**src/hdl/uer_pkg.sv**
```systemverilog
// Package for the ultrasonic echo ranger: beat payload structs, phase and
// status codes, and fixed field widths.
// No dependencies; used by ultrasonic_echo_ranger_unit.
package uer_pkg;

  // Fixed field widths.
  localparam int unsigned CfgW   = 9;
  localparam int unsigned EtimeW = 15;
  localparam int unsigned CntW   = 16;

  // Ping sequencer phases.
  typedef enum logic [2:0] {
    PH_IDLE    = 3'd0,
    PH_TLOW    = 3'd1,
    PH_THIGH   = 3'd2,
    PH_ARM     = 3'd3,
    PH_WAIT    = 3'd4,
    PH_MEASURE = 3'd5
  } phase_e;

  // Ping result codes.
  typedef enum logic [1:0] {
    ST_OK            = 2'd0,
    ST_TOO_LONG      = 2'd1,
    ST_ALREADY_HIGH  = 2'd2,
    ST_NEVER_STARTED = 2'd3
  } status_e;

  // One input beat: one sampled tick.
  typedef struct packed {
    logic start_request;
    logic echo_level;
  } in_beat_t;

  // One output beat: pin level and ping result for the tick.
  typedef struct packed {
    logic              trigger_level;
    logic              busy_res;
    logic              done_res;
    status_e           status;
    logic [EtimeW-1:0] echo_time;
  } out_beat_t;

endpackage

```
**src/hdl/ultrasonic_echo_ranger_unit.sv**
```systemverilog
// Ultrasonic echo ranger: trigger pulse generator and echo width timer.
// The result for a tick is registered and presented in the cycle after it is accepted.
// Throughput: one tick per cycle while the output is not stalled; the output register is refilled while drained.
// The result register is the only stage, so a stall holds at most one beat.
// Reset: sequencer idle, tick count zero, range limit at the lesser of MAX_RANGE_CM
// and 500 cm, no result pending.
module ultrasonic_echo_ranger_unit #(
  parameter int unsigned ROUNDTRIP_TICKS_PER_CM = 57,
  parameter int unsigned MAX_RANGE_CM           = 500,
  parameter int unsigned START_WAIT_TICKS       = 5800,
  parameter int unsigned OVERHEAD_TICKS         = 5,
  parameter int unsigned TRIG_LOW_TICKS         = 4,
  parameter int unsigned TRIG_HIGH_TICKS        = 10
) (
  input  logic                      clk_i,
  input  logic                      rst_ni,
  // Configuration write channel.
  input  logic                      cfg_valid_i,
  output logic                      cfg_ready_o,
  input  logic [uer_pkg::CfgW-1:0]  cfg_data_i,
  // Tick input channel.
  input  logic                      in_valid_i,
  output logic                      in_stall_o,
  input  uer_pkg::in_beat_t         in_data_i,
  // Result output channel.
  output logic                      out_valid_o,
  input  logic                      out_stall_i,
  output uer_pkg::out_beat_t        out_data_o
);
  import uer_pkg::*;

  // Comparison width covers the tick counter and the rise timeout.
  localparam int unsigned CmpW = CntW + 1;
  localparam int unsigned ResetCm = (MAX_RANGE_CM > 500) ? 500 : MAX_RANGE_CM;
  localparam int unsigned ResetLimit = (ResetCm + 1) * ROUNDTRIP_TICKS_PER_CM;

  logic [CmpW-1:0]   limit_q, limit_d;
  logic [CfgW-1:0]   cfg_cm;
  phase_e            phase_q, phase_d;
  logic [CntW-1:0]   elapsed_q, elapsed_d;
  logic [CntW-1:0]   elapsed_inc;
  logic [CmpW-1:0]   wait_limit;
  logic [CntW-1:0]   etime_full;
  logic              out_valid_q;
  out_beat_t         out_data_q, res_d;
  logic              in_accept;

  // Configuration is always accepted; the limit is recomputed on each write.
  assign cfg_ready_o = 1'b1;

  always_comb begin
    if (cfg_data_i > CfgW'(MAX_RANGE_CM)) begin
      cfg_cm = CfgW'(MAX_RANGE_CM);
    end else begin
      cfg_cm = cfg_data_i;
    end
    limit_d = (CmpW'(cfg_cm) + CmpW'(1)) * CmpW'(ROUNDTRIP_TICKS_PER_CM);
  end

  always_ff @(posedge clk_i or negedge rst_ni) begin
    if (!rst_ni) begin
      limit_q <= CmpW'(ResetLimit);
    end else if (cfg_valid_i && cfg_ready_o) begin
      limit_q <= limit_d;
    end
  end

  // A tick is taken whenever the result register is empty or being drained.
  assign in_stall_o = out_valid_q && out_stall_i;
  assign in_accept  = in_valid_i && !in_stall_o;

  assign elapsed_inc = elapsed_q + CntW'(1);
  assign wait_limit  = limit_q + CmpW'(START_WAIT_TICKS);

  // Echo width less overhead, floored at zero; it is capped to the field where the result is built.
  always_comb begin
    if (elapsed_q > CntW'(OVERHEAD_TICKS)) begin
      etime_full = elapsed_q - CntW'(OVERHEAD_TICKS);
    end else begin
      etime_full = '0;
    end
  end

  // Next phase, tick count and result for the current tick.
  always_comb begin
    phase_d             = phase_q;
    elapsed_d           = elapsed_q;
    res_d.trigger_level = 1'b0;
    res_d.busy_res      = 1'b0;
    res_d.done_res      = 1'b0;
    res_d.status        = ST_OK;
    res_d.echo_time     = '0;
    case (phase_q)
      PH_IDLE: begin
        if (in_data_i.start_request) begin
          if (CntW'(1) >= CntW'(TRIG_LOW_TICKS)) begin
            phase_d   = PH_THIGH;
            elapsed_d = '0;
          end else begin
            phase_d   = PH_TLOW;
            elapsed_d = CntW'(1);
          end
        end
      end
      PH_TLOW: begin
        elapsed_d = elapsed_inc;
        if (elapsed_inc >= CntW'(TRIG_LOW_TICKS)) begin
          phase_d   = PH_THIGH;
          elapsed_d = '0;
        end
      end
      PH_THIGH: begin
        res_d.trigger_level = 1'b1;
        elapsed_d           = elapsed_inc;
        if (elapsed_inc >= CntW'(TRIG_HIGH_TICKS)) begin
          phase_d   = PH_ARM;
          elapsed_d = '0;
        end
      end
      PH_ARM: begin
        elapsed_d = '0;
        if (in_data_i.echo_level) begin
          res_d.done_res = 1'b1;
          res_d.status   = ST_ALREADY_HIGH;
          phase_d        = PH_IDLE;
        end else begin
          phase_d = PH_WAIT;
        end
      end
      PH_WAIT: begin
        if (in_data_i.echo_level) begin
          phase_d   = PH_MEASURE;
          elapsed_d = CntW'(1);
        end else if (CmpW'(elapsed_inc) > wait_limit) begin
          res_d.done_res = 1'b1;
          res_d.status   = ST_NEVER_STARTED;
          phase_d        = PH_IDLE;
          elapsed_d      = '0;
        end else begin
          elapsed_d = elapsed_inc;
        end
      end
      PH_MEASURE: begin
        if (in_data_i.echo_level) begin
          if (CmpW'(elapsed_inc) > limit_q) begin
            res_d.done_res = 1'b1;
            res_d.status   = ST_TOO_LONG;
            phase_d        = PH_IDLE;
            elapsed_d      = '0;
          end else begin
            elapsed_d = elapsed_inc;
          end
        end else begin
          res_d.done_res = 1'b1;
          res_d.status   = ST_OK;
          if (etime_full > CntW'({EtimeW{1'b1}})) begin
            res_d.echo_time = {EtimeW{1'b1}};
          end else begin
            res_d.echo_time = etime_full[EtimeW-1:0];
          end
          phase_d   = PH_IDLE;
          elapsed_d = '0;
        end
      end
      default: begin
        phase_d   = PH_IDLE;
        elapsed_d = '0;
      end
    endcase
    res_d.busy_res = (phase_d != PH_IDLE);
  end

  // Sequencer state advances only on an accepted tick.
  always_ff @(posedge clk_i or negedge rst_ni) begin
    if (!rst_ni) begin
      phase_q   <= PH_IDLE;
      elapsed_q <= '0;
    end else if (in_accept) begin
      phase_q   <= phase_d;
      elapsed_q <= elapsed_d;
    end
  end

  // Result register valid flag.
  always_ff @(posedge clk_i or negedge rst_ni) begin
    if (!rst_ni) begin
      out_valid_q <= 1'b0;
    end else if (in_accept) begin
      out_valid_q <= 1'b1;
    end else if (!out_stall_i) begin
      out_valid_q <= 1'b0;
    end
  end

  // Result register payload.
  always_ff @(posedge clk_i) begin
    if (in_accept) begin
      out_data_q <= res_d;
    end
  end

  assign out_valid_o = out_valid_q;
  assign out_data_o  = out_data_q;

  // The input side only stalls behind a pending result.
  a_stall_needs_result: assert property (@(posedge clk_i) disable iff (!rst_ni)
    in_stall_o |-> out_valid_o)
    else $error("input stalled without a pending result");

  // A finished ping always returns the sequencer to idle.
  a_done_not_busy: assert property (@(posedge clk_i) disable iff (!rst_ni)
    out_valid_o && out_data_o.done_res |-> !out_data_o.busy_res)
    else $error("done reported while still busy");

  // Status and echo time are zero on ticks without a result.
  a_idle_fields_zero: assert property (@(posedge clk_i) disable iff (!rst_ni)
    out_valid_o && !out_data_o.done_res |->
      out_data_o.status == ST_OK && out_data_o.echo_time == '0)
    else $error("result fields set without done");

  // The trigger pin is only driven high in the middle of a ping.
  a_trigger_busy: assert property (@(posedge clk_i) disable iff (!rst_ni)
    out_valid_o && out_data_o.trigger_level |-> out_data_o.busy_res)
    else $error("trigger high while idle");

endmodule
```
**config.mk**
```make
export PLATFORM = sky130hd
export DESIGN_NAME = ultrasonic_echo_ranger_unit
export DESIGN_NICKNAME = d
export VERILOG_FILES = /design/src/hdl/uer_pkg.sv /design/src/hdl/ultrasonic_echo_ranger_unit.sv
export SDC_FILE = /design/constraint.sdc
export NUM_CORES = 1
export LEC_CHECK = 0
export BUFFER_PORTS_ARGS = -buffer_cell sky130_fd_sc_hd__clkbuf_2
export CAP_MARGIN = 20
export CORE_MARGIN = 4
export CORE_UTILIZATION = 40
export CTS_BUF_LIST = sky130_fd_sc_hd__clkbuf_4
export DETAILED_ROUTE_END_ITERATION = 12
export PLACE_DENSITY = 0.69
export SYNTH_ARGS = -nofsm -noshare
export SYNTH_HDL_FRONTEND = slang
export SYNTH_SLANG_ARGS = --single-unit
```
**constraint.sdc**
```tcl
create_clock -name clk_i -period 3.5 [get_ports clk_i]
set_input_delay 0.7 -clock clk_i [delete_from_list [all_inputs] [get_ports clk_i]]
set_output_delay 0.7 -clock clk_i [all_outputs]
set_load 0.005 [all_outputs]
```
; ---- Word level (Yosys, flattened, before mapping)
; Cells that the tools add are included.
[op_classes]
add_sub_neg = 4
multipliers = 1
magnitude_cmp = 7
n_eq_ne = 7
muxes = 29
n_bitwise = 1
reduce_logical = 7
[ops]
columns = cell, count
row1 = 16-bit two-way mux, 8
row2 = 16-bit one-hot mux with 5 select lines, 1
row3 = 3-bit two-way mux, 13
row4 = 16-bit by 17-bit greater-than comparator with 1-bit output, 2
row5 = 3-bit one-hot mux with 6 select lines, 1
row6 = "17-bit by 13-bit adder with 17-bit output, second input constant", 1
row7 = "16-bit by 1-bit adder with 16-bit output, second input constant", 1
row8 = "16-bit by 3-bit >= comparator with 1-bit output, second input constant", 1
row9 = "16-bit by 4-bit >= comparator with 1-bit output, second input constant", 1
row10 = "16-bit by 15-bit greater-than comparator with 1-bit output, second input constant", 1
row11 = "16-bit by 3-bit greater-than comparator with 1-bit output, second input constant", 1
row12 = "10-bit by 6-bit multiplier with 16-bit output, second input constant", 1
row13 = "16-bit by 3-bit subtractor with 16-bit output, second input constant", 1
row14 = 15-bit two-way mux, 1
row15 = "9-bit by 1-bit adder with 10-bit output, second input constant", 1
row16 = "9-bit greater-than comparator, second input constant", 1
row17 = 9-bit two-way mux, 1
row18 = 3-bit one-hot mux with 3 select lines, 1
row19 = "3-bit by 2-bit equality test with 1-bit output, second input constant", 2
row20 = "3-bit equality test, second input constant", 2
row21 = "3-bit by 1-bit equality test with 1-bit output, second input constant", 1
row22 = 3-bit zero test, 1
row23 = 1-bit two-way mux, 3
row24 = 3-bit nonzero test, 1
row25 = other kinds (7), 8
[word_totals]
reg_bits = 57
out_inout_bits = 23
wordCells = 65

; ---- Longest topological paths before layout
[logic_depth]
depth_word = 6
depth_mapped = 24
mapped_depth_nobuf = 24

; ---- Worst setup path before layout
; Ideal clock, no wire load.
[synth_path]
path_kind = input-to-reg
from = in cfg_data_i[4] in the netlist's numbering
to = reg limit_q[12]
setup_time_ns = 0.120
arrival_time_ns = 4.903
required_ns = 3.380
slack_ns = -1.523
path_stages = 21
path_cell_list = nand3_1 > nor2_1 > nand2_1 > o21ai_0 > inv_1 > ha_1 > xnor2_1 > ha_1 > xnor2_1 > fa_1 > inv_1 > ha_1 > ha_1 > a21o_1 > a21oi_1 > o21ai_0 > a21oi_1 > nor2_1 > o21a_1 > or3_1 > a31o_2
[synth_between]
elab_chain_cells = 4
[synth_rtl]
columns = item, line_no
row1 = from (decl), ultrasonic_echo_ranger_unit.sv:20  ; input logic [uer_pkg::CfgW-1:0] cfg_data_i,
row2 = 9-bit greater-than comparator, ultrasonic_echo_ranger_unit.sv:52  ; if (cfg_data_i > CfgW'(MAX_RANGE_CM)) begin
row3 = 9-bit two-way mux (*), ultrasonic_echo_ranger_unit.sv:52
row4 = 9-bit by 1-bit adder with 10-bit output (*), ultrasonic_echo_ranger_unit.sv:57  ; limit_d = (CmpW'(cfg_cm) + CmpW'(1)) * CmpW'(ROUNDTRIP_TICKS_PER_CM);
row5 = 10-bit by 6-bit multiplier with 16-bit output (*), ultrasonic_echo_ranger_unit.sv:57
row6 = to (signal assigned), ultrasonic_echo_ranger_unit.sv:62  ; limit_q <= CmpW'(ResetLimit);
row7 = to (signal assigned), ultrasonic_echo_ranger_unit.sv:64  ; limit_q <= limit_d;
row8 = to (decl), ultrasonic_echo_ranger_unit.sv:37  ; logic [CmpW-1:0] limit_q, limit_d;
; Every way passes the cells marked *; elsewhere a longest branch is shown, timed or not.
; A chain may end at the register's enable or synchronous reset.

; ---- Worst setup path after layout
[layout_path]
from = in cfg_data_i[5] in the netlist's numbering
to = reg limit_q[15]
; The elaborated chain is that of the path after synthesis.

==> summary.txt <==
Ant diodes = 0
Htree depth = 2
Antenna Nets Post-Route = 0
Worst slew pin tran = 0.940 ns
I/O Pins = 39
Layout cells sized above 1 = 43.3%
Tot Pwr = 4.41 mW
Synth Cell Area = 5260 um2
Outcome = finished, violations left
Min Tclk post-route = 4.32 ns
Met3 GRT Util = 2.76%
GRT Util Overall = 17.8%
Row count = 41
Grt met1 use = 19.1%
Area share of the largest cell type after synthesis = 15.7%
Part of the power in combinational logic = 70.0%
Worst Path Arrival = 4.65 ns
# DRC = 0
Clock Skew = 0.0202 ns
Starting density of the core = 41.2%
Synthesized netlist cell count = 557
M2 GR Usage = 34.6%
Final Hold Fails = 0
WP data required = 3.84 ns
HPWL Detailed = 10,200 um
CP max FO = 3
Top_reg_cell synth = dfrtp_1
Die area = 15,100 um2
Vias in the first global route = 4,819
Layout Nets = 799
Commonest non-fill, non-tap cell in the layout = buf_4
DIE HEIGHT = 123 um
Worst skew pair latency = 0.40 ns
Period utilisation layout = 123%
Final worst setup slack = -0.820 ns
WL final = 13,800 um
P per Cell Area = 602 nW/um2
Vias/cell = 5.34
# port buffers = 37
Initial antenna violation count = 0
Clk slew on worst S/H paths = 0.18 ns
Sw Pwr = 1.96 mW
Slew Viols, Final = 0
Net switching share of the total power = 44.5%
Leading area contributor after synthesis = ha_1
First-pass GRT wire length = 21,700 um
Setup crit start kind = input port
Ranking of synthesized cells by area = ha_1 16%, dfrtp_1 12%, edfxtp_1 11%
Seq cells post-synth = 56
Router iterations before antenna repair = 6
Register area share after synthesis = 28.8%
Yosys warns = 0
Register area = 1520 um2
FMAX = 232 MHz
Flop pwr share = 23.1%
CTS tree = built
DRT iter0 DRCs = 206
Global placement routability congestion = 0.917
Worst reg2reg setup slack = 0.08 ns
Layout area overhead = 39.0%
Number of flops mapped to enable cells by yosys = 20
CTS Root Buffer Type = clkbuf_4
Most frequent cells in the layout = 112 x buf_4, 54 x ha_1, 45 x inv_1
Drt wl/cell = 15.7 um
Slew headroom = 37.3%
Failing checks = negative setup slack
Largest net degree at the start of global routing = 37
Final-layout fill cell count = 1,104
Internal power = 2.45 mW
Nature of the critical path endpoint = register
Die W = 123 um
Gr busiest metal = met2
Dpl ws = -1.38 ns
RSZ-0062 raised after global routing = yes
Hold_buf cts = 0
Cell variety after synth = 81
Proportion of synthesized flip-flops having asynchronous set or reset = 64.3%
Vias = 4,689
Leakage = 3.42 nW
Max clock buf depth = 2
Maximum Capacitance Violations = 0
Count of final setup violators = 9
Sink Count = 56
GRT overflow = 0
Synth Area per Inst = 9.45 um2
Peak VDD IR = 225 uV
Area used by multi-input combinational logic = 4120 um2
Clock share of power = 6.9%
Core Area = 12,800 um2
Hold Path Class = in2async
Type of the worst setup path = in2reg
CTS buffer count = 5
[what timing repair did]
action,in CTS,in global routing
resized for setup,33,76
buffers inserted,11,18
pin swaps,32,49
setup endpoints to repair,31,31
[critical path, stage by stage]
cell	delay [ns]
buf_8	0.10
nand3_4	0.08
nor2_4	0.05
and2_1	0.19
a21oi_1	0.40
xnor2_4	0.16
buf_12	0.15
fa_1	0.53
inv_1	0.05
fa_1	0.50
inv_2	0.05
ha_4	0.21
ha_4	0.28
buf_6	0.10
nor2b_4	0.14
o21ai_2	0.09
a21boi_2	0.17
o21ai_2	0.09
a21oi_2	0.16
nand3_1	0.12
a21o_1	0.17
a31oi_1	0.15
[synthesized netlist by cell type (all sizes together), types with 5 or more instances]
master / count
nand4: 9
a31oi: 5
and3: 5
fa: 12
nand2b: 7
dfstp: 10
a21oi: 35
ha: 66
nor3: 9
nand2: 34
nor2: 37
nor2b: 7
a21o: 11
dfrtp: 26
xor2: 17
a22o: 9
buf: 15
o21ai: 34
nand3: 23
nor4: 7
edfxtp: 20
clkbuf: 9
inv: 52
xnor2: 34
[state kept, by name, summed over array words and instances, names as in the netlist]
| name | flops |
|---|---|
| limit_q | 16 |
| out_data_o | 20 |
| out_valid_o | 1 |
| elapsed_q | 16 |
| phase_q | 3 |
[final cells by class]
cell class                      instances  share of cell area (%)
Clock buffer                            5                   0.513
Timing Repair Buffer                  161                    16.5
Multi-Input combinational cell        429                    56.3
Inverter                               52                    2.67
Sequential cell                        56                    20.7
Clock inverter                          3                   0.291
Tap cell                              172                    2.94
[kinds of logic (layout without fill, tap and decap cells)]
logic type / Yosys count / count (layout) / share of synthesized area (%)
XOR/XNOR: 51 / 51 / 8.49
multiplexers: 5 / 5 / 0.975
adder cells (fa/ha/maj): 78 / 78 / 20.3
flip-flops: 56 / 56 / 28.8
AND/OR/NAND/NOR: 160 / 160 / 17.5
other: 2 / 6 / 0.143
buffers and inverters: 76 / 221 / 6.63
AO/OA/AOI/OAI: 129 / 129 / 17.2
[final timing paths]
path / startpoint / end / depth (start not counted)
min: rst_ni / elapsed_q[2] / 1
min reg2reg: limit_q[0] / limit_q[0] / 2
max reg2reg: elapsed_q[1] / elapsed_q[5] / 15
max in group asynchronous: rst_ni / elapsed_q[8] / 1
min in group clk_i: in_valid_i / out_valid_o / 2
max: cfg_data_i[5] / limit_q[15] / 22
[routing by layer]
metal / part of all wire (%) / vias to the layer above / wire (um)
met3: 3.8 / 34 / 523
met2: 55 / 119 / 7620
li1: - / 2273 / -
met1: 38 / 2263 / 5250
met4: 3.0 / 0 / 409
met5: 0 / - / 0
[stage by stage]
step                      setup TNS [ns]  instances  area [um2]  hold slack, ns  util, %
after floorplan                    -5.66        561        5490           0.404        -
after global placement            -10.10        843        6480           0.497     50.7
after detailed placement          -12.49        843        6480           0.515     50.7
after CTS                          -5.17        862        6810           0.422     53.3
after global routing               -6.96        878        7320           0.463     57.3
final                              -5.20        878        7320           0.399     57.3
[power by group through the flow]
stage	clock network [mW]	logic, mW	registers (mW)
2_1_floorplan	0	1.74	0.958
3_3_place_gp	0	2.45	0.999
3_5_place_dp	0	2.54	1.01
4_1_cts	0.314	2.73	1.00
5_1_grt	0.335	3.38	1.04
6_report	0.306	3.09	1.02
(Power assumes the default switching activity.)
